$ cat config.mk
export PLATFORM = sky130hd
export DESIGN_NAME = bitmap_block_allocator_flat
export DESIGN_NICKNAME = d
export VERILOG_FILES = /design/src/design/bba_pkg.sv /design/src/design/bba_cmd_if.sv /design/src/design/bba_rsp_if.sv /design/src/design/bba_ram.sv /design/src/design/bitmap_block_allocator.sv /design/src/flat_wrapper.sv
export VERILOG_INCLUDE_DIRS = /design/src /design/src/design
export SDC_FILE = /design/constraint.sdc
export NUM_CORES = 1
export LEC_CHECK = 0
export ABC_AREA = 1
export BUFFER_PORTS_ARGS = -buffer_cell sky130_fd_sc_hd__buf_2
export CORE_ASPECT_RATIO = 1.75
export CORE_MARGIN = 2
export CORE_UTILIZATION = 30
export DETAILED_ROUTE_END_ITERATION = 12
export PLACE_DENSITY_LB_ADDON = 0.1
export SLEW_MARGIN = 20
export SYNTH_ARGS = -nofsm -noshare
export SYNTH_HDL_FRONTEND = slang
export SYNTH_SLANG_ARGS = --single-unit
$ cat constraint.sdc
create_clock -name i_clk -period 5 [get_ports i_clk]
set_input_delay 1 -clock i_clk [delete_from_list [all_inputs] [get_ports i_clk]]
set_output_delay 1 -clock i_clk [all_outputs]
set_load 0.01 [all_outputs]
$ cat src/design/bitmap_block_allocator_assert.svh
// Assertion macros for the bitmap block allocator.
// Plain text macros, no dependencies; included by the top level.
`ifndef BITMAP_BLOCK_ALLOCATOR_ASSERT_SVH
`define BITMAP_BLOCK_ALLOCATOR_ASSERT_SVH

// Same-cycle implication, disabled during reset.
`define BBA_ASSERT_NOW(label, clk, rst_n, ante, cons) \
    label: assert property (@(posedge clk) disable iff (!rst_n) (ante) |-> (cons)) \
        else $error("bitmap_block_allocator: assertion failed");

// Next-cycle implication, disabled during reset.
`define BBA_ASSERT_NEXT(label, clk, rst_n, ante, cons) \
    label: assert property (@(posedge clk) disable iff (!rst_n) (ante) |=> (cons)) \
        else $error("bitmap_block_allocator: assertion failed");

`endif

$ cat src/design/bba_pkg.sv
// Shared types and constants for the bitmap block allocator.
// No dependencies; imported by the interfaces, the allocator and the testbench.
package bba_pkg;

    localparam int BLK_IDX_W = 10;  // block_index field
    localparam int GRANT_W   = 9;   // granted_block field
    localparam int COUNT_W   = 10;  // used_count / free_count fields
    localparam int WORD_W    = 32;  // bitmap word width
    localparam int BIT_W     = 5;   // bit select within a word

    typedef enum logic [1:0] {
        CMD_ALLOC   = 2'd0,
        CMD_REQUEST = 2'd1,
        CMD_RELEASE = 2'd2,
        CMD_QUERY   = 2'd3
    } t_cmd;

    typedef enum logic [1:0] {
        ST_OK    = 2'd0,
        ST_FULL  = 2'd1,
        ST_RANGE = 2'd2,
        ST_TAKEN = 2'd3
    } t_status;

    typedef enum logic [1:0] {
        S_IDLE,
        S_READ,
        S_CHECK,
        S_DONE
    } t_state;

endpackage

$ cat src/design/bba_cmd_if.sv
// Command channel: valid/ready plus cmd and block_index.
// Depends on bba_pkg.
interface bba_cmd_if;
    import bba_pkg::*;

    logic                 valid;
    logic                 ready;
    t_cmd                 cmd;
    logic [BLK_IDX_W-1:0] block_index;

    modport source (output valid, output cmd, output block_index, input ready);
    modport sink   (input valid, input cmd, input block_index, output ready);
endinterface

$ cat src/design/bba_rsp_if.sv
// Response channel: valid/ready plus status, grant and both counts.
// Depends on bba_pkg.
interface bba_rsp_if;
    import bba_pkg::*;

    logic               valid;
    logic               ready;
    t_status            status;
    logic [GRANT_W-1:0] granted_block;
    logic [COUNT_W-1:0] used_count;
    logic [COUNT_W-1:0] free_count;

    modport source (output valid, output status, output granted_block,
                    output used_count, output free_count, input ready);
    modport sink   (input valid, input status, input granted_block,
                    input used_count, input free_count, output ready);
endinterface

$ cat src/design/bba_ram.sv
// Generic single-port-write, single-port-read RAM with registered read.
// No dependencies.
module bba_ram #(
    parameter int WIDTH = 32,
    parameter int DEPTH = 16
) (
    input  logic                                   i_clk,
    input  logic                                   i_we,
    input  logic [(DEPTH > 1 ? $clog2(DEPTH) : 1)-1:0] i_waddr,
    input  logic [WIDTH-1:0]                       i_wdata,
    input  logic [(DEPTH > 1 ? $clog2(DEPTH) : 1)-1:0] i_raddr,
    output logic [WIDTH-1:0]                       o_rdata
);
    logic [WIDTH-1:0] mem [DEPTH];

    always_ff @(posedge i_clk) begin
        if (i_we) begin
            mem[i_waddr] <= i_wdata;
        end
        o_rdata <= mem[i_raddr];
    end
endmodule

$ cat src/design/bitmap_block_allocator.sv
// bitmap_block_allocator: first-fit free-block allocator over a bitmap of
// NUM_BLOCKS blocks; uses bba_pkg, bba_cmd_if, bba_rsp_if, bba_ram and the
// assertion header. The bitmap lives in a RAM of 32-bit words with one
// flip-flop valid bit per word: a word never written reads as its reset
// pattern (reserved blocks RESERVED_START..RESERVED_START+RESERVED_COUNT-1
// set), so there is no clearing pass after reset and the block is ready at
// once. One command is worked at a time by a small sequencer around a single
// word-wide read/modify/compare unit; the used count is kept incrementally.
// Steps per command from accept to result load: query and out-of-range id
// go straight to the result state, request and release read and check one
// bitmap word, and allocate reads and checks word after word from word 0 until
// a clear bit is found or the last word is checked. A new command is accepted
// while a finished result still waits in the output register.
`include "bitmap_block_allocator_assert.svh"

module bitmap_block_allocator #(
    parameter int NUM_BLOCKS     = 512,
    parameter int RESERVED_START = 127,
    parameter int RESERVED_COUNT = 1
) (
    input  logic        i_clk,
    input  logic        i_rst_n,
    bba_cmd_if.sink     i_cmd,
    bba_rsp_if.source   o_rsp
);
    import bba_pkg::*;

    // Geometry.
    localparam int NUM_WORDS = (NUM_BLOCKS + WORD_W - 1) / WORD_W;
    localparam int WA_W      = (NUM_WORDS > 1) ? $clog2(NUM_WORDS) : 1;
    localparam int CNT_W     = $clog2(NUM_BLOCKS + 1);
    // Reserved blocks that actually lie inside the store.
    localparam int RES_END   = (RESERVED_START + RESERVED_COUNT < NUM_BLOCKS) ?
                               (RESERVED_START + RESERVED_COUNT) : NUM_BLOCKS;
    localparam int RES_INIT  = (RES_END > RESERVED_START) ? (RES_END - RESERVED_START) : 0;

    // Reset pattern of one bitmap word.
    function automatic logic [WORD_W-1:0] reset_word(input logic [WA_W-1:0] w);
        logic [WORD_W-1:0] v;
        int g;
        v = '0;
        for (int b = 0; b < WORD_W; b++) begin
            g = int'(w) * WORD_W + b;
            v[b] = (g >= RESERVED_START) && (g < RES_END);
        end
        return v;
    endfunction

    // Bits past the end of the store, seen as used by the search.
    function automatic logic [WORD_W-1:0] pad_mask(input logic [WA_W-1:0] w);
        logic [WORD_W-1:0] v;
        for (int b = 0; b < WORD_W; b++) begin
            v[b] = (int'(w) * WORD_W + b) >= NUM_BLOCKS;
        end
        return v;
    endfunction

    // Lowest clear bit of a word (caller checks that one exists).
    function automatic logic [BIT_W-1:0] first_zero(input logic [WORD_W-1:0] v);
        logic [BIT_W-1:0] idx;
        idx = '0;
        for (int b = WORD_W - 1; b >= 0; b--) begin
            if (!v[b]) begin
                idx = BIT_W'(b);
            end
        end
        return idx;
    endfunction

    // Sequencer and working registers.
    t_state               r_state, n_state;
    t_cmd                 r_cmd, n_cmd;
    logic [BLK_IDX_W-1:0] r_id, n_id;
    logic [WA_W-1:0]      r_word, n_word;
    t_status              r_status, n_status;
    logic [GRANT_W-1:0]   r_grant, n_grant;
    logic [CNT_W-1:0]     r_used, n_used;
    logic [NUM_WORDS-1:0] r_row_valid;

    // Output register.
    logic               r_rsp_valid;
    t_status            r_out_status;
    logic [GRANT_W-1:0] r_out_grant;
    logic [COUNT_W-1:0] r_out_used;
    logic [COUNT_W-1:0] r_out_free;

    // RAM port and datapath.
    logic              ram_we;
    logic [WORD_W-1:0] ram_wdata;
    logic [WORD_W-1:0] ram_rdata;
    logic [WORD_W-1:0] eff_word;     // stored word or its reset pattern
    logic [WORD_W-1:0] srch_word;    // with out-of-store bits forced used
    logic [WORD_W-1:0] bit_onehot;
    logic [BIT_W-1:0]  bit_sel;
    logic [BIT_W-1:0]  zero_idx;
    logic              id_in_range;
    logic [WA_W-1:0]   id_word;
    logic              cmd_ready;
    logic              load_rsp;

    logic [BLK_IDX_W+WA_W-1:0]       id_ext;
    logic [WA_W+BIT_W+GRANT_W-1:0]   grant_ext;
    logic [CNT_W-1:0]                free_cnt;
    logic [CNT_W+COUNT_W-1:0]        used_ext;
    logic [CNT_W+COUNT_W-1:0]        free_ext;

    bba_ram #(
        .WIDTH (WORD_W),
        .DEPTH (NUM_WORDS)
    ) u_map_ram (
        .i_clk   (i_clk),
        .i_we    (ram_we),
        .i_waddr (r_word),
        .i_wdata (ram_wdata),
        .i_raddr (r_word),
        .o_rdata (ram_rdata)
    );

    assign id_in_range = ({22'd0, i_cmd.block_index} < 32'(NUM_BLOCKS));
    assign id_ext      = {{WA_W{1'b0}}, i_cmd.block_index} >> BIT_W;
    assign id_word     = id_ext[WA_W-1:0];

    assign eff_word   = r_row_valid[r_word] ? ram_rdata : reset_word(r_word);
    assign srch_word  = eff_word | pad_mask(r_word);
    assign zero_idx   = first_zero(srch_word);
    assign bit_sel    = (r_cmd == CMD_ALLOC) ? zero_idx : r_id[BIT_W-1:0];
    assign bit_onehot = {{(WORD_W-1){1'b0}}, 1'b1} << bit_sel;
    assign grant_ext  = {{GRANT_W{1'b0}}, r_word, zero_idx};

    assign free_cnt = CNT_W'(NUM_BLOCKS) - r_used;
    assign used_ext = {{COUNT_W{1'b0}}, r_used};
    assign free_ext = {{COUNT_W{1'b0}}, free_cnt};

    // Next state and datapath control.
    always_comb begin
        n_state   = r_state;
        n_cmd     = r_cmd;
        n_id      = r_id;
        n_word    = r_word;
        n_status  = r_status;
        n_grant   = r_grant;
        n_used    = r_used;
        ram_we    = 1'b0;
        ram_wdata = eff_word;
        cmd_ready = 1'b0;
        load_rsp  = 1'b0;

        unique case (r_state)
            S_IDLE: begin
                cmd_ready = 1'b1;
                if (i_cmd.valid) begin
                    n_cmd    = i_cmd.cmd;
                    n_id     = i_cmd.block_index;
                    n_status = ST_OK;
                    n_grant  = '0;
                    case (i_cmd.cmd)
                        CMD_ALLOC: begin
                            n_word  = '0;
                            n_state = S_READ;
                        end
                        CMD_REQUEST, CMD_RELEASE: begin
                            if (id_in_range) begin
                                n_word  = id_word;
                                n_state = S_READ;
                            end else begin
                                n_status = ST_RANGE;
                                n_state  = S_DONE;
                            end
                        end
                        default: begin
                            n_state = S_DONE;
                        end
                    endcase
                end
            end

            S_READ: begin
                // RAM read of r_word in flight
                n_state = S_CHECK;
            end

            S_CHECK: begin
                case (r_cmd)
                    CMD_ALLOC: begin
                        if (!(&srch_word)) begin
                            ram_we    = 1'b1;
                            ram_wdata = eff_word | bit_onehot;
                            n_used    = r_used + 1'b1;
                            n_grant   = grant_ext[GRANT_W-1:0];
                            n_state   = S_DONE;
                        end else if (r_word == WA_W'(NUM_WORDS - 1)) begin
                            n_status = ST_FULL;
                            n_state  = S_DONE;
                        end else begin
                            n_word  = r_word + 1'b1;
                            n_state = S_READ;
                        end
                    end
                    CMD_REQUEST: begin
                        if ((eff_word & bit_onehot) != '0) begin
                            n_status = ST_TAKEN;
                        end else begin
                            ram_we    = 1'b1;
                            ram_wdata = eff_word | bit_onehot;
                            n_used    = r_used + 1'b1;
                        end
                        n_state = S_DONE;
                    end
                    default: begin
                        // release; freeing an already free block changes nothing
                        if ((eff_word & bit_onehot) != '0) begin
                            ram_we    = 1'b1;
                            ram_wdata = eff_word & ~bit_onehot;
                            n_used    = r_used - 1'b1;
                        end
                        n_state = S_DONE;
                    end
                endcase
            end

            S_DONE: begin
                // wait for the output register to be empty or drained
                if (!r_rsp_valid || o_rsp.ready) begin
                    load_rsp = 1'b1;
                    n_state  = S_IDLE;
                end
            end

            default: begin
                n_state = S_IDLE;
            end
        endcase
    end

    always_ff @(posedge i_clk) begin
        if (!i_rst_n) begin
            r_state     <= S_IDLE;
            r_used      <= CNT_W'(RES_INIT);
            r_row_valid <= '0;
            r_rsp_valid <= 1'b0;
        end else begin
            r_state <= n_state;
            r_used  <= n_used;
            if (ram_we) begin
                r_row_valid[r_word] <= 1'b1;
            end
            if (load_rsp) begin
                r_rsp_valid <= 1'b1;
            end else if (o_rsp.ready) begin
                r_rsp_valid <= 1'b0;
            end
        end
    end

    // Payload registers, no reset.
    always_ff @(posedge i_clk) begin
        r_cmd    <= n_cmd;
        r_id     <= n_id;
        r_word   <= n_word;
        r_status <= n_status;
        r_grant  <= n_grant;
        if (load_rsp) begin
            r_out_status <= r_status;
            r_out_grant  <= r_grant;
            r_out_used   <= used_ext[COUNT_W-1:0];
            r_out_free   <= free_ext[COUNT_W-1:0];
        end
    end

    assign i_cmd.ready         = cmd_ready;
    assign o_rsp.valid         = r_rsp_valid;
    assign o_rsp.status        = r_out_status;
    assign o_rsp.granted_block = r_out_grant;
    assign o_rsp.used_count    = r_out_used;
    assign o_rsp.free_count    = r_out_free;

    // Checks.
    `BBA_ASSERT_NOW(a_used_bound, i_clk, i_rst_n, 1'b1, r_used <= CNT_W'(NUM_BLOCKS))
    `BBA_ASSERT_NEXT(a_accept_busy, i_clk, i_rst_n, i_cmd.valid && i_cmd.ready, r_state != S_IDLE)
    `BBA_ASSERT_NOW(a_full_no_free, i_clk, i_rst_n, o_rsp.valid && o_rsp.status == ST_FULL, r_out_free == '0)
    `BBA_ASSERT_NOW(a_fail_no_grant, i_clk, i_rst_n, o_rsp.valid && o_rsp.status != ST_OK, r_out_grant == '0)

endmodule

$ cat src/flat_wrapper.sv
// flat-port wrapper written by rule: the top's interface ports become plain ports
module bitmap_block_allocator_flat import bba_pkg::*;
#(
    parameter int NUM_BLOCKS     = 512,
    parameter int RESERVED_START = 127,
    parameter int RESERVED_COUNT = 1
)
  (i_clk, i_rst_n, i_cmd_valid, i_cmd_cmd, i_cmd_block_index, i_cmd_ready, o_rsp_valid, o_rsp_status, o_rsp_granted_block, o_rsp_used_count, o_rsp_free_count, o_rsp_ready);
  bba_cmd_if i_cmd_i ();
  bba_rsp_if o_rsp_i ();
  input  logic i_clk;
  input  logic i_rst_n;
  input wire logic [$bits(i_cmd_i.valid)-1:0] i_cmd_valid;
  input wire logic [$bits(i_cmd_i.cmd)-1:0] i_cmd_cmd;
  input wire logic [$bits(i_cmd_i.block_index)-1:0] i_cmd_block_index;
  output wire logic [$bits(i_cmd_i.ready)-1:0] i_cmd_ready;
  output wire logic [$bits(o_rsp_i.valid)-1:0] o_rsp_valid;
  output wire logic [$bits(o_rsp_i.status)-1:0] o_rsp_status;
  output wire logic [$bits(o_rsp_i.granted_block)-1:0] o_rsp_granted_block;
  output wire logic [$bits(o_rsp_i.used_count)-1:0] o_rsp_used_count;
  output wire logic [$bits(o_rsp_i.free_count)-1:0] o_rsp_free_count;
  input wire logic [$bits(o_rsp_i.ready)-1:0] o_rsp_ready;
  assign i_cmd_i.valid = i_cmd_valid;
  assign i_cmd_i.cmd = i_cmd_cmd;
  assign i_cmd_i.block_index = i_cmd_block_index;
  assign i_cmd_ready = i_cmd_i.ready;
  assign o_rsp_valid = o_rsp_i.valid;
  assign o_rsp_status = o_rsp_i.status;
  assign o_rsp_granted_block = o_rsp_i.granted_block;
  assign o_rsp_used_count = o_rsp_i.used_count;
  assign o_rsp_free_count = o_rsp_i.free_count;
  assign o_rsp_i.ready = o_rsp_ready;
  bitmap_block_allocator #(.NUM_BLOCKS(NUM_BLOCKS), .RESERVED_START(RESERVED_START), .RESERVED_COUNT(RESERVED_COUNT)) u_core (.i_clk(i_clk), .i_rst_n(i_rst_n), .i_cmd(i_cmd_i), .o_rsp(o_rsp_i));
endmodule
== Yosys cells after proc, flatten, opt, wreduce, memory -nomap -nowiden ==
Memories as Yosys holds them, arrays and structs flattened. A register that Yosys moved wholly into a read port is not among the register bits.
Cells that the tools add are included.

* Flip-flop bits (word level): 82
* Bits in latches: 0
* RAM bits: 512
* Bits in read-only memories: 0
* Bits of input ports: 16
* Word-level logic and storage cells: 312
* Memories kept: 1

* Add/sub/neg operators: 35
* $mul: 0
* Divide/modulo/power cells: 0
* Magnitude comparators: 99
* Eq/ne operators: 21
* Shift-type cells: 1
* Multiplexer cells: 86
* Bitwise logic cells: 6
* Reductions and logical operators: 50

{| class="wikitable"
|+ Memory list
! memory !! words !! bits a word !! rd ports !! clocked after Yosys merged registers in !! wr ports !! RTL line !! RTL
|-
| u_core.u_map_ram.mem || 16 || 32 || 1 || 1 || 1 || bba_ram.sv:14 || <nowiki>logic [WIDTH-1:0] mem [DEPTH];</nowiki>
|}

{| class="wikitable"
|+ Operator list
! cell !! number
|-
| greater-or-equal comparator 32 x 11 -> 1 bit, second input constant || 31
|-
| greater-or-equal comparator 32 x 8 -> 1 bit, second input constant || 26
|-
| less-than comparator 32 x 9 -> 1 bit, second input constant || 26
|-
| two-way mux 5 bit || 33
|-
| adder 9 x 5 -> 10 bit, second input constant || 16
|-
| two-way mux 32 bit || 5
|-
| adder 9 x 4 -> 10 bit, second input constant || 8
|-
| AND 32 bit || 2
|-
| bitwise OR 32 bit || 2
|-
| one-hot mux 32 bit (2 select lines) || 1
|-
| greater-or-equal comparator 10 x 7 -> 1 bit, second input constant || 5
|-
| less-than comparator 10 x 8 -> 1 bit, second input constant || 5
|-
| adder 9 x 3 -> 10 bit, second input constant || 4
|-
| logical AND 1 bit || 33
|-
| NOT 32 bit || 1
|-
| AND reduction 32 bit || 1
|-
| nonzero test 32 bit || 1
|-
| << shifter 1 x 5 -> 32 bit, first input constant || 1
|-
| two-way mux 10 bit || 3
|-
| two-way mux 9 bit || 3
|-
| two-way mux 2 bit || 12
|-
| adder 9 x 2 -> 10 bit, second input constant || 2
|-
| two-way mux 4 bit || 5
|-
| one-hot mux 10 bit (2 select lines) || 1
|-
| other kinds (38) || 71
|}

== Logic depth before layout (Yosys ltp) ==
Gate-level depths: netlist of the first run.

* Depth after elaboration: 46
* Gate-level depth with buffers: 46
* Depth with buffers taken out: 46

== Modules after synthesis ==
From an unflattened synthesis of the first run, not the netlist that was laid out.

* Cells, all modules: 2983
* Area total of the unflattened synthesis: 28776.3 um2

{| class="wikitable"
|+ Modules (own cells, without submodules)
! module !! times used !! cells an instance !! area each (um2)
|-
| bba_ram || 1 || 2120 || 22730.6
|-
| bitmap_block_allocator || 1 || 863 || 6045.8
|}

== Worst setup path before layout of the first run ==
OpenSTA, ideal clock, no wires.

* Path kind: register to register
* Start point: register u_core.r_word[0]
* End point: memory u_core.u_map_ram.mem[0][0] (enable)
* Library setup time: 0.387 ns
* Arrival time: 3.844 ns
* Data required time: 4.613 ns
* Slack: 0.769 ns
* Cell stages (with the launch flop): 38
* Period minus slack after synthesis: 4.231 ns
* Cell sequence: edfxtp_1 -> buf_4 -> o211ai_1 -> nand2_1 -> nand2_1 -> nand2_2 -> nor2_8 -> nor2_2 -> nand2_2 -> nand3_1 -> nand3_1 -> nand3_1 -> nand3_1 -> nand2_1 -> nand2_1 -> nand2_1 -> nand2_1 -> nand2_1 -> [... 2 more ...] -> nand2_1 -> nand2_1 -> nand2_1 -> nand2_1 -> nand2_1 -> nand2_2 -> nand4_2 -> nor2_2 -> nand3_1 -> nand2_1 -> nor2_1 -> nand2_1 -> nor2_2 -> nand2_1 -> nand2_2 -> buf_6 -> nand4_1 -> inv_1

* Longest elaborated chain between the ends: 46
* Elaborated cells on any way between the ends: 207
* Those cells by class: add/sub (31); order compare (96); shift (1); mux (43); bitwise (2); reduce/logical (34)

{| class="wikitable"
|+ Ends and longest elaborated chain
! element !! RTL line !! RTL
|-
| start, declared || bitmap_block_allocator.sv:74 || <nowiki>logic [WA_W-1:0] r_word, n_word;</nowiki>
|-
| start signal, assigned || bitmap_block_allocator.sv:259 || <nowiki>r_word <= n_word;</nowiki>
|-
| adder 9 x 5 -> 10 bit || bitmap_block_allocator.sv:43, bitmap_block_allocator.sv:53 ||
|-
| greater-or-equal comparator 32 x 8 -> 1 bit / less-than comparator 32 x 9 -> 1 bit (equally long branches) || bitmap_block_allocator.sv:44 || <nowiki>v[b] = (g >= RESERVED_START) && (g < RES_END);</nowiki>
|-
| logical AND 1 bit || bitmap_block_allocator.sv:44 ||
|-
| two-way mux 32 bit || bitmap_block_allocator.sv:123 || <nowiki>assign eff_word = r_row_valid[r_word] ? ram_rdata : reset_word(r_word);</nowiki>
|-
| bitwise OR 32 bit || bitmap_block_allocator.sv:124 || <nowiki>assign srch_word = eff_word | pad_mask(r_word);</nowiki>
|-
| two-way mux 5 bit (32 in series) || bitmap_block_allocator.sv:63 || <nowiki>if (!v[b]) begin</nowiki>
|-
| two-way mux 5 bit || bitmap_block_allocator.sv:126 || <nowiki>assign bit_sel = (r_cmd == CMD_ALLOC) ? zero_idx : r_id[BIT_W-1:0];</nowiki>
|-
| << shifter 1 x 5 -> 32 bit || bitmap_block_allocator.sv:127 || <nowiki>assign bit_onehot = {{(WORD_W-1){1'b0}}, 1'b1} << bit_sel;</nowiki>
|-
| AND 32 bit || bitmap_block_allocator.sv:200, bitmap_block_allocator.sv:211 ||
|-
| nonzero test 32 bit || bitmap_block_allocator.sv:200, bitmap_block_allocator.sv:211 ||
|-
| two-way mux 1 bit (on tied branches) || bitmap_block_allocator.sv:211, bitmap_block_allocator.sv:200 ||
|-
| one-hot mux 1 bit (2 select lines) || bitmap_block_allocator.sv:183 || <nowiki>case (r_cmd)</nowiki>
|-
| two-way mux 1 bit || bitmap_block_allocator.sv:148 || <nowiki>unique case (r_state)</nowiki>
|-
| two-way mux 1 bit || bba_ram.sv:17 || <nowiki>if (i_we) begin</nowiki>
|-
| two-way mux 1 bit (not written as such) || bba_ram.sv:18 || <nowiki>mem[i_waddr] <= i_wdata;</nowiki>
|-
| end, declared || bba_ram.sv:14 ||
|}

Several ways; a longest one is shown, not always the timed one. The select of a mux whose other input is x is not followed.

== Worst setup path in the final report of the first run ==
* Start point: register u_core.r_word[0]
* End point: memory u_core.u_map_ram.mem[0][31] (enable)

Same word-level chain as after synthesis.

==> Flow_metrics.wiki, run 1 <==
{| class="wikitable"
! Metric !! Value
|-
| Startpoint of the worst register-to-register path || u_core.r_word[0]
|-
| Clock root cell || sky130_fd_sc_hd__clkbuf_16
|-
| Summed area of non-filler cells in the final layout || 32100 µm²
|-
| Hold Slack || 0.419 ns
|-
| Setup violation total in the final timing report || 0
|-
| Placed cell count || 3530
|-
| Endpoint with the worst hold slack || u_core.o_rsp.status[1]
|-
| Classification of the worst-slack hold path || register to register
|-
| Number of maximum-capacitance constraint violations || 0
|-
| Floorplan Core Area || 86800 µm²
|-
| TritonCTS Buffers || 57
|-
| Most frequently used flop master after synthesis || sky130_fd_sc_hd__edfxtp_1
|-
| Critical R2R Capture || u_core.u_map_ram.mem[0][31]
|-
| Data required time of the worst path || 5.36 ns
|-
| Synth top cells by count || 564 x sky130_fd_sc_hd__edfxtp_1, 382 x sky130_fd_sc_hd__nor2_1, 321 x sky130_fd_sc_hd__o21ai_0
|-
| Vias per inst || 5.08
|-
| Pins over their slew limit || 0
|-
| Post-detailed-placement cell area || 28700 µm²
|-
| Relative slew slack || 24.7%
|-
| Number of antenna-violating nets in the routed design || 0
|-
| Fraction of post-synthesis cell area in the top cell type by area || 64.6%
|-
| Pin count of the biggest net entering global routing || 188
|-
| Initial Utilization || 30.2%
|-
| Total length of routed wires || 93900 µm
|-
| Maximum vdd ir drop || 0.235 mV
|-
| Classification of the worst setup path || register to register
|-
| Switching power share of the total || 28.9%
|-
| Ratio of cells with drive above 1 in the final layout || 17.5%
|-
| Cell with the most instances after synthesis || sky130_fd_sc_hd__edfxtp_1
|-
| Category of the worst setup path capture point || register
|-
| Routed length on met3 || 2910 µm
|-
| Met2 layer wire length in the routed design || 52000 µm
|-
| Hold violation count in the final report || 0
|-
| Post-synthesis cell type with the largest combined area || sky130_fd_sc_hd__edfxtp_1
|-
| CTS tree || built
|-
| Cell with the biggest individual delay on the critical path || sky130_fd_sc_hd__edfxtp_1
|-
| Uppermost metal layer occupied by signal nets || met4
|-
| Detailed Route Iter0 Violations || 1278
|-
| Mean instance size in the synthesized netlist || 11.3 µm²
|-
| Drt pass-1 iters || 6
|-
| Site Rows || 143
|-
| Number of instances on the worst hold path || 0
|-
| Number of cells on the worst reg-to-reg path || 31
|-
| Most common cell type on the critical path || sky130_fd_sc_hd__nand2_1
|-
| Full die area || 89900 µm²
|-
| Register-to-register setup slack || 0.07 ns
|-
| Chip Width || 227 µm
|-
| Final net count || 2516
|-
| Biggest fanout along the worst timing path || 13
|-
| Number of I/O pins || 49
|-
| Fraction of the cycle the final worst path needs || 98.6%
|-
| Power Dens Cells || 412 nW/µm²
|-
| Unrepaired setup endpoints after global routing || yes
|-
| Internal power || 9.40 mW
|-
| Smallest setup slack after layout || 0.0723 ns
|-
| Via count || 18800
|-
| Netlist cell types || 47
|-
| Overall power after layout || 13.2 mW
|-
| Longest individual stage delay on the worst path || 0.53 ns
|-
| Post-Route Setup TNS || 0 ns
|-
| Fraction of power consumed by sequential logic || 47.0%
|-
| Clock insertion delay at the later pin of the skew report || 0.66 ns
|-
| Average wire length per cell after detail routing || 25.4 µm
|-
| Clock-pin slew reported for the worst setup and hold paths after clock tree synthesis || 0.07 ns
|-
| Async S/R FF share, synth || 0%
|-
| Arrival time worst endpoint || 5.29 ns
|-
| Time the worst path needs with I/O delays and setup || 4.93 ns
|-
| Final RePlAce weighted congestion || 0.946
|-
| Remaining routing DRC violations || 0
|-
| Global-route usage over all layers || 19.9%
|-
| Synth Register Bits || 625
|-
| Count of clock tree sinks || 625
|-
| Height of the die || 395 µm
|-
| Estimated wirelength of the detail-placed design || 59600 µm
|-
| H-tree level count || 2
|-
| Sequential cell area fraction in the yosys report || 69.3%
|-
| Post-layout instance count excluding filler cells || 3695
|-
| Worst clock skew || 0.0235 ns
|-
| Area grow syn2layout || 22.3%
|-
| Outcome || finished, final reports clean
|-
| Routed length on met1 || 34900 µm
|-
| First-pass GRT wire length || 129000 µm
|-
| Post-Synthesis Cell Area || 26200 µm²
|-
| Beginning of the critical path || u_core.r_word[0]
|-
| Buffer levels on the longest clock path || 3
|-
| Yosys warning count || 0
|-
| Post-synthesis cell count || 2323
|-
| Via count of the first global-routing pass || 18500
|-
| Number of antenna violations at the first check in global routing || 3
|-
| Post-Synthesis Net Count || 2354
|-
| Core utilization of the finished layout || 36.9%
|-
| GR Overflow Total || 0
|-
| Clk pwr share || 36.1%
|-
| Top post-synthesis cells by area || sky130_fd_sc_hd__edfxtp_1 65%, sky130_fd_sc_hd__o21ai_0 6.1%, sky130_fd_sc_hd__nor2_1 5.5%
|-
| Share of power burned in combinational logic || 16.9%
|-
| Leakage power of the design || 11.2 nW
|-
| Net switching power of the design || 3.82 mW
|-
| Setup WS pre-CTS || 0.0411 ns
|-
| Buffers on Ports || 48
|-
| Maximum clock frequency || 0.203 GHz
|-
| Worst hold start || u_core.r_status[1]
|-
| EDFF count, synth || 564
|-
| Worst slew pin tran || 1.13 ns
|-
| Startpoint types || register
|}
-- layer usage --
metal / track usage [%] / vias to the layer above
met3: 1.85 / 159
met1: 22.3 / 9507
met5: 0 / -
met4: 7.59 / 0
li1: - / 8627
met2: 38.0 / 463
-- worst max-delay path: cells and delay by family, from the launching register on --
family                 cells  cell delay [ns]
AO/OA/AOI/OAI              4             0.57
buffers and inverters      8             1.20
flip-flops                 1             0.53
AND/OR/NAND/NOR           19             2.29
-- registers in the layout, summed over array words and instances, names as in the netlist, 4 cells and up --
register / cells
u_core.r_grant: 9
u_core.o_rsp.granted_block: 9
u_core.r_id: 5
u_core.o_rsp.free_count: 10
u_core.r_row_valid: 16
u_core.r_word: 4
u_core.o_rsp.used_count: 9
u_core.u_map_ram.o_rdata: 32
u_core.u_map_ram.mem: 512
u_core.r_used: 10
-- layout make-up --
cell class	count	area [µm²]
clock buffer	78	1620
antenna	1	2.50
tap	1160	1450
clock inverter	30	410
timing repair buffer	242	2650
fill	8512	54700
inverter	117	487
multi-input combinational	1442	7280
sequential	625	18200
-- timing repair --
| action | CTS | global route |
|---|---|---|
| hold endpoints to repair | 0 | 0 |
| hold buffers | 0 | 0 |
| setup endpoints to repair | 0 | 517 |
| resized for setup | 0 | 118 |
| buffers inserted | 0 | 28 |
-- cells in the final DEF, fill, tap and decap left out, drive strengths merged --
master	instances
o21ai	326
a21oi	39
dfxtp	61
nand2	330
fa	1
a21o	6
o21a	1
bufinv	9
nor2	401
clkinvlp	1
clkbuf	101
a22o	1
o41ai	1
a22oi	8
ha	14
inv	113
nand3	75
xor2	11
or2	1
dlymetal6s2s	1
a31oi	17
nand4	57
nor3	5
xnor2	7
edfxtp	564
o22ai	130
nor4	2
clkinv	24
o211ai	8
o221ai	1
diode	1
buf	218
-- power groups by stage --
stage,logic (mW),registers [mW],clock network [mW]
after floorplan,1.17,6.24,0
after global placement,2.14,6.32,0
after detailed placement,2.14,6.32,0
after CTS,2.14,6.21,4.90
after global routing,2.42,6.22,5.06
final,2.23,6.21,4.78
-- cells by family after synthesis --
kind of cell,share of synthesized area (%)
adders and majority gates,0.745
xor gates and xnor gates,0.601
DFF,69.3
and+or+nand+nor,13.9
buffers and inverters,4.10
AOI/OAI and AO/OA,11.4
-- worst max-delay path by stage --
stage               slack [ns]  depth (start not counted)                          end
floorplan                 0.77                         37   u_core.u_map_ram.mem[0][0]
global placement          0.01                         27  u_core.u_map_ram.mem[0][30]
detailed placement        0.04                         26  u_core.u_map_ram.mem[0][30]
CTS                      0.004                         26  u_core.u_map_ram.mem[0][15]
global route             -0.22                         33  u_core.u_map_ram.mem[8][18]
finish                    0.07                         31  u_core.u_map_ram.mem[0][31]
No activity file was read; power rests on OpenSTA's default activity.
==> run 2, diff against run 1 <==
Settings changed: BUFFER_PORTS_ARGS -buffer_cell sky130_fd_sc_hd__buf_2 to default, DONT_BUFFER_PORTS from default to 1.
==> run 2 against run 1 <==
  * Clock power shrank 10%
  * Critical path type unchanged
  * Maximum frequency grew 2.7%
  * Utilization shrank 2.1 points
  * Largest cell class unchanged
  * Non-clock buffer count shrank 115
  * Sequential cell count is the same
  * Critical path depth shrank 2
  * Routed wire length shrank 5.4%
==> Flow_metrics.wiki, run 2 (synthesized netlist as in run 1, its figures left out) <==
{| class="wikitable"
! Metric !! Value
|-
| Outcome || finished, final reports clean
|-
| Fraction of the cycle the final worst path needs || 96.0% (-2.6 points)
|-
| CTS tree || built
|-
| Category of the worst setup path capture point || register
|-
| Global-route usage over all layers || 19.7% (-0.18 points)
|-
| Initial Utilization || 30.2% (unchanged)
|-
| Worst clock skew || 0.0350 ns (+0.0115 ns)
|-
| Clock insertion delay at the later pin of the skew report || 0.64 ns (-0.02 ns)
|-
| Pins over their slew limit || 0 (unchanged)
|-
| Clk pwr share || 34.1% (-2.0 points)
|-
| Post-detailed-placement cell area || 28300 µm² (-1.1%)
|-
| Number of antenna-violating nets in the routed design || 0 (unchanged)
|-
| Hold violation count in the final report || 0 (unchanged)
|-
| H-tree level count || 2 (unchanged)
|-
| Worst slew pin tran || 1.18 ns (+0.0500 ns)
|-
| Relative slew slack || 21.1% (-3.6 points)
|-
| Largest Register || u_core.u_map_ram.mem
|-
| Full die area || 89900 µm² (unchanged)
|-
| Max FFs per register || 512 (unchanged)
|-
| Switching power share of the total || 29.1% (+0.25 points)
|-
| Multi-input gate area || 7100 µm² (-2.4%)
|-
| Layout filler cell count || 8616 (+1.2%)
|-
| Maximum vdd ir drop || 0.291 mV (+24%)
|-
| Area grow syn2layout || 15.3%
|-
| Chip Width || 227 µm (unchanged)
|-
| Count of clock tree sinks || 625 (unchanged)
|-
| Via count || 18200 (-2.9%)
|-
| First-pass GRT wire length || 129000 µm (-0.12%)
|-
| Classification of the worst setup path || register to register
|-
| Internal power || 8.92 mW (-5.1%)
|-
| Largest registers || u_core.u_map_ram.mem (512), u_core.u_map_ram.o_rdata (32), u_core.r_row_valid (16)
|-
| Power Dens Cells || 417 nW/µm² (+1.0%)
|-
| Number of I/O pins || 49 (unchanged)
|-
| Clock-pin slew reported for the worst setup and hold paths after clock tree synthesis || 0.06 ns (about the same)
|-
| Site Rows || 143 (unchanged)
|-
| Unrepaired setup endpoints after global routing || no
|-
| Quantity of hold-fixing buffers added after cts || 0 (unchanged)
|-
| Leading cell types in the layout, fill and taps excluded || 564 x sky130_fd_sc_hd__edfxtp_1, 375 x sky130_fd_sc_hd__nor2_1, 317 x sky130_fd_sc_hd__nand2_1
|-
| Final RePlAce weighted congestion || 0.904 (-4.4%)
|-
| GR Overflow Total || 0 (unchanged)
|-
| Summed area of non-filler cells in the final layout || 30200 µm² (-5.7%)
|-
| Biggest fanout along the worst timing path || 18 (+5)
|-
| Total length of routed wires || 88800 µm (-5.4%)
|-
| Remaining routing DRC violations || 0 (unchanged)
|-
| Height of the die || 395 µm (unchanged)
|-
| Fraction of power consumed by sequential logic || 49.3% (+2.3 points)
|-
| Startpoint types || register
|-
| Floorplan Core Area || 86800 µm² (unchanged)
|-
| Average wire length per cell after detail routing || 24.8 µm (-2.2%)
|-
| Number of antenna violations at the first check in global routing || 1 (-2)
|-
| Most common cell after layout, fill and taps aside || sky130_fd_sc_hd__edfxtp_1
|-
| Leakage power of the design || 10.3 nW (-7.8%)
|-
| Detailed Route Iter0 Violations || 1217 (-4.8%)
|-
| Vias per inst || 5.10 (+0.38%)
|-
| Pin count of the biggest net entering global routing || 100 (-47%)
|-
| Classification of the worst-slack hold path || register to register
|-
| Final net count || 2401 (-4.6%)
|-
| Buffers on Ports || 0 (-100%)
|-
| Arrival time worst endpoint || 5.12 ns (-0.17 ns)
|-
| Net switching power of the design || 3.67 mW (-3.9%)
|-
| Longest individual stage delay on the worst path || 0.41 ns (-0.12 ns)
|-
| Post-Route Setup TNS || 0 ns (unchanged)
|-
| Number of maximum-capacitance constraint violations || 0 (unchanged)
|-
| Share of power burned in combinational logic || 16.6% (-0.3 points)
|-
| Cell with the biggest individual delay on the critical path || sky130_fd_sc_hd__edfxtp_1
|-
| Buffer levels on the longest clock path || 3 (unchanged)
|-
| Setup violation total in the final timing report || 0 (unchanged)
|-
| Setup WS pre-CTS || -0.0121 ns (-0.0532 ns)
|-
| Estimated wirelength of the detail-placed design || 58200 µm (-2.5%)
|-
| TritonCTS Buffers || 56 (-1.8%)
|-
| Most common cell type on the critical path || sky130_fd_sc_hd__nor2_1
|-
| Drt pass-1 iters || 7 (+1)
|-
| Area of all sequential standard cells || 18200 µm² (about the same)
|-
| Smallest setup slack after layout || 0.201 ns (+0.129 ns)
|-
| Hold Slack || 0.422 ns (+0.00310 ns)
|-
| Maximum clock frequency || 0.208 GHz (+2.7%)
|-
| Time the worst path needs with I/O delays and setup || 4.80 ns (-0.129 ns)
|-
| Data required time of the worst path || 5.33 ns (-0.03 ns)
|-
| Clock root cell || sky130_fd_sc_hd__clkbuf_16
|-
| Core utilization of the finished layout || 34.8% (-2.1 points)
|-
| Ratio of cells with drive above 1 in the final layout || 11.6% (-6.0 points)
|-
| Via count of the first global-routing pass || 18600 (+0.69%)
|}
==> run 2: cell types whose count changed in the layout (fill, tap and decap cells not counted), moves of 8 or more <==
cell	change
sky130_fd_sc_hd__buf_8	-8
sky130_fd_sc_hd__buf_12	-10
sky130_fd_sc_hd__nand2_1	+11
sky130_fd_sc_hd__buf_4	-17
sky130_fd_sc_hd__buf_2	-48
sky130_fd_sc_hd__nand3_2	-13
sky130_fd_sc_hd__clkbuf_16	-26
sky130_fd_sc_hd__nor2_1	+10
sky130_fd_sc_hd__nand3_1	+14
sky130_fd_sc_hd__buf_6	-8
sky130_fd_sc_hd__nand2_2	-8
==> run 2: cell type report <==
cell class | count | share of cell area (%)
multi-input combinational | 1443 | 23.5
tap | 1160 | 4.80
timing repair buffer | 127 | 4.26
antenna | 1 | 0.00828
clock inverter | 30 | 0.969
inverter | 117 | 1.50
sequential | 625 | 60.1
clock buffer | 72 | 4.87
==> run 2: power by group through the flow <==
| stage | combinational, mW | sequential [mW] | clock [mW] |
|---|---|---|---|
| after CTS | 2.12 | 6.20 | 4.42 |
| after global placement | 2.11 | 6.31 | 0 |
| after global routing | 2.29 | 6.21 | 4.59 |
| after detailed placement | 2.11 | 6.31 | 0 |
| after floorplan | 1.17 | 6.24 | 0 |
| final | 2.09 | 6.20 | 4.29 |
==> run 2: final timing paths <==
check                          from                            end  slack, ns  cells past startpoint
setup reg to reg   u_core.r_word[0]     u_core.u_map_ram.mem[9][9]       0.20                     29
hold / removal    u_core.r_grant[2]  u_core.o_rsp.granted_block[2]       0.42                      0
hold reg to reg   u_core.r_grant[2]  u_core.o_rsp.granted_block[2]       0.42                      0
setup / recovery   u_core.r_word[0]     u_core.u_map_ram.mem[9][9]       0.20                     29
==> run 2: per-stage QoR <==
stage	power [mW]	instances
6_report	12.6	3575
5_1_grt	13.1	3575
4_1_cts	12.7	3571
3_5_place_dp	8.42	3469
3_3_place_gp	8.43	3469
2_1_floorplan	7.41	2323
==> run 2: critical path: cells and delay by family, from the launching register on <==
| kind | cells | cell delay (ns) |
|---|---|---|
| buf+inv | 6 | 0.85 |
| flops | 1 | 0.41 |
| compound gates | 4 | 0.62 |
| simple gates | 19 | 2.54 |
==> run 2: per-layer routing <==
layer	part of all wire (%)	global-route usage (%)	routed length (µm)
met5	0	0	0
met2	54	36.9	48000
met1	38	22.3	33800
met4	4.6	8.58	4080
met3	3.2	1.92	2870
==> run 2: repair_timing <==
| item | 4_1_cts | 5_1_grt |
|---|---|---|
| resized for setup | 1 | 22 |
| setup buffers | 0 | 2 |
| pin swaps | 0 | 2 |
| setup endpoints to repair | 35 | 522 |
| gates cloned | 0 | 1 |
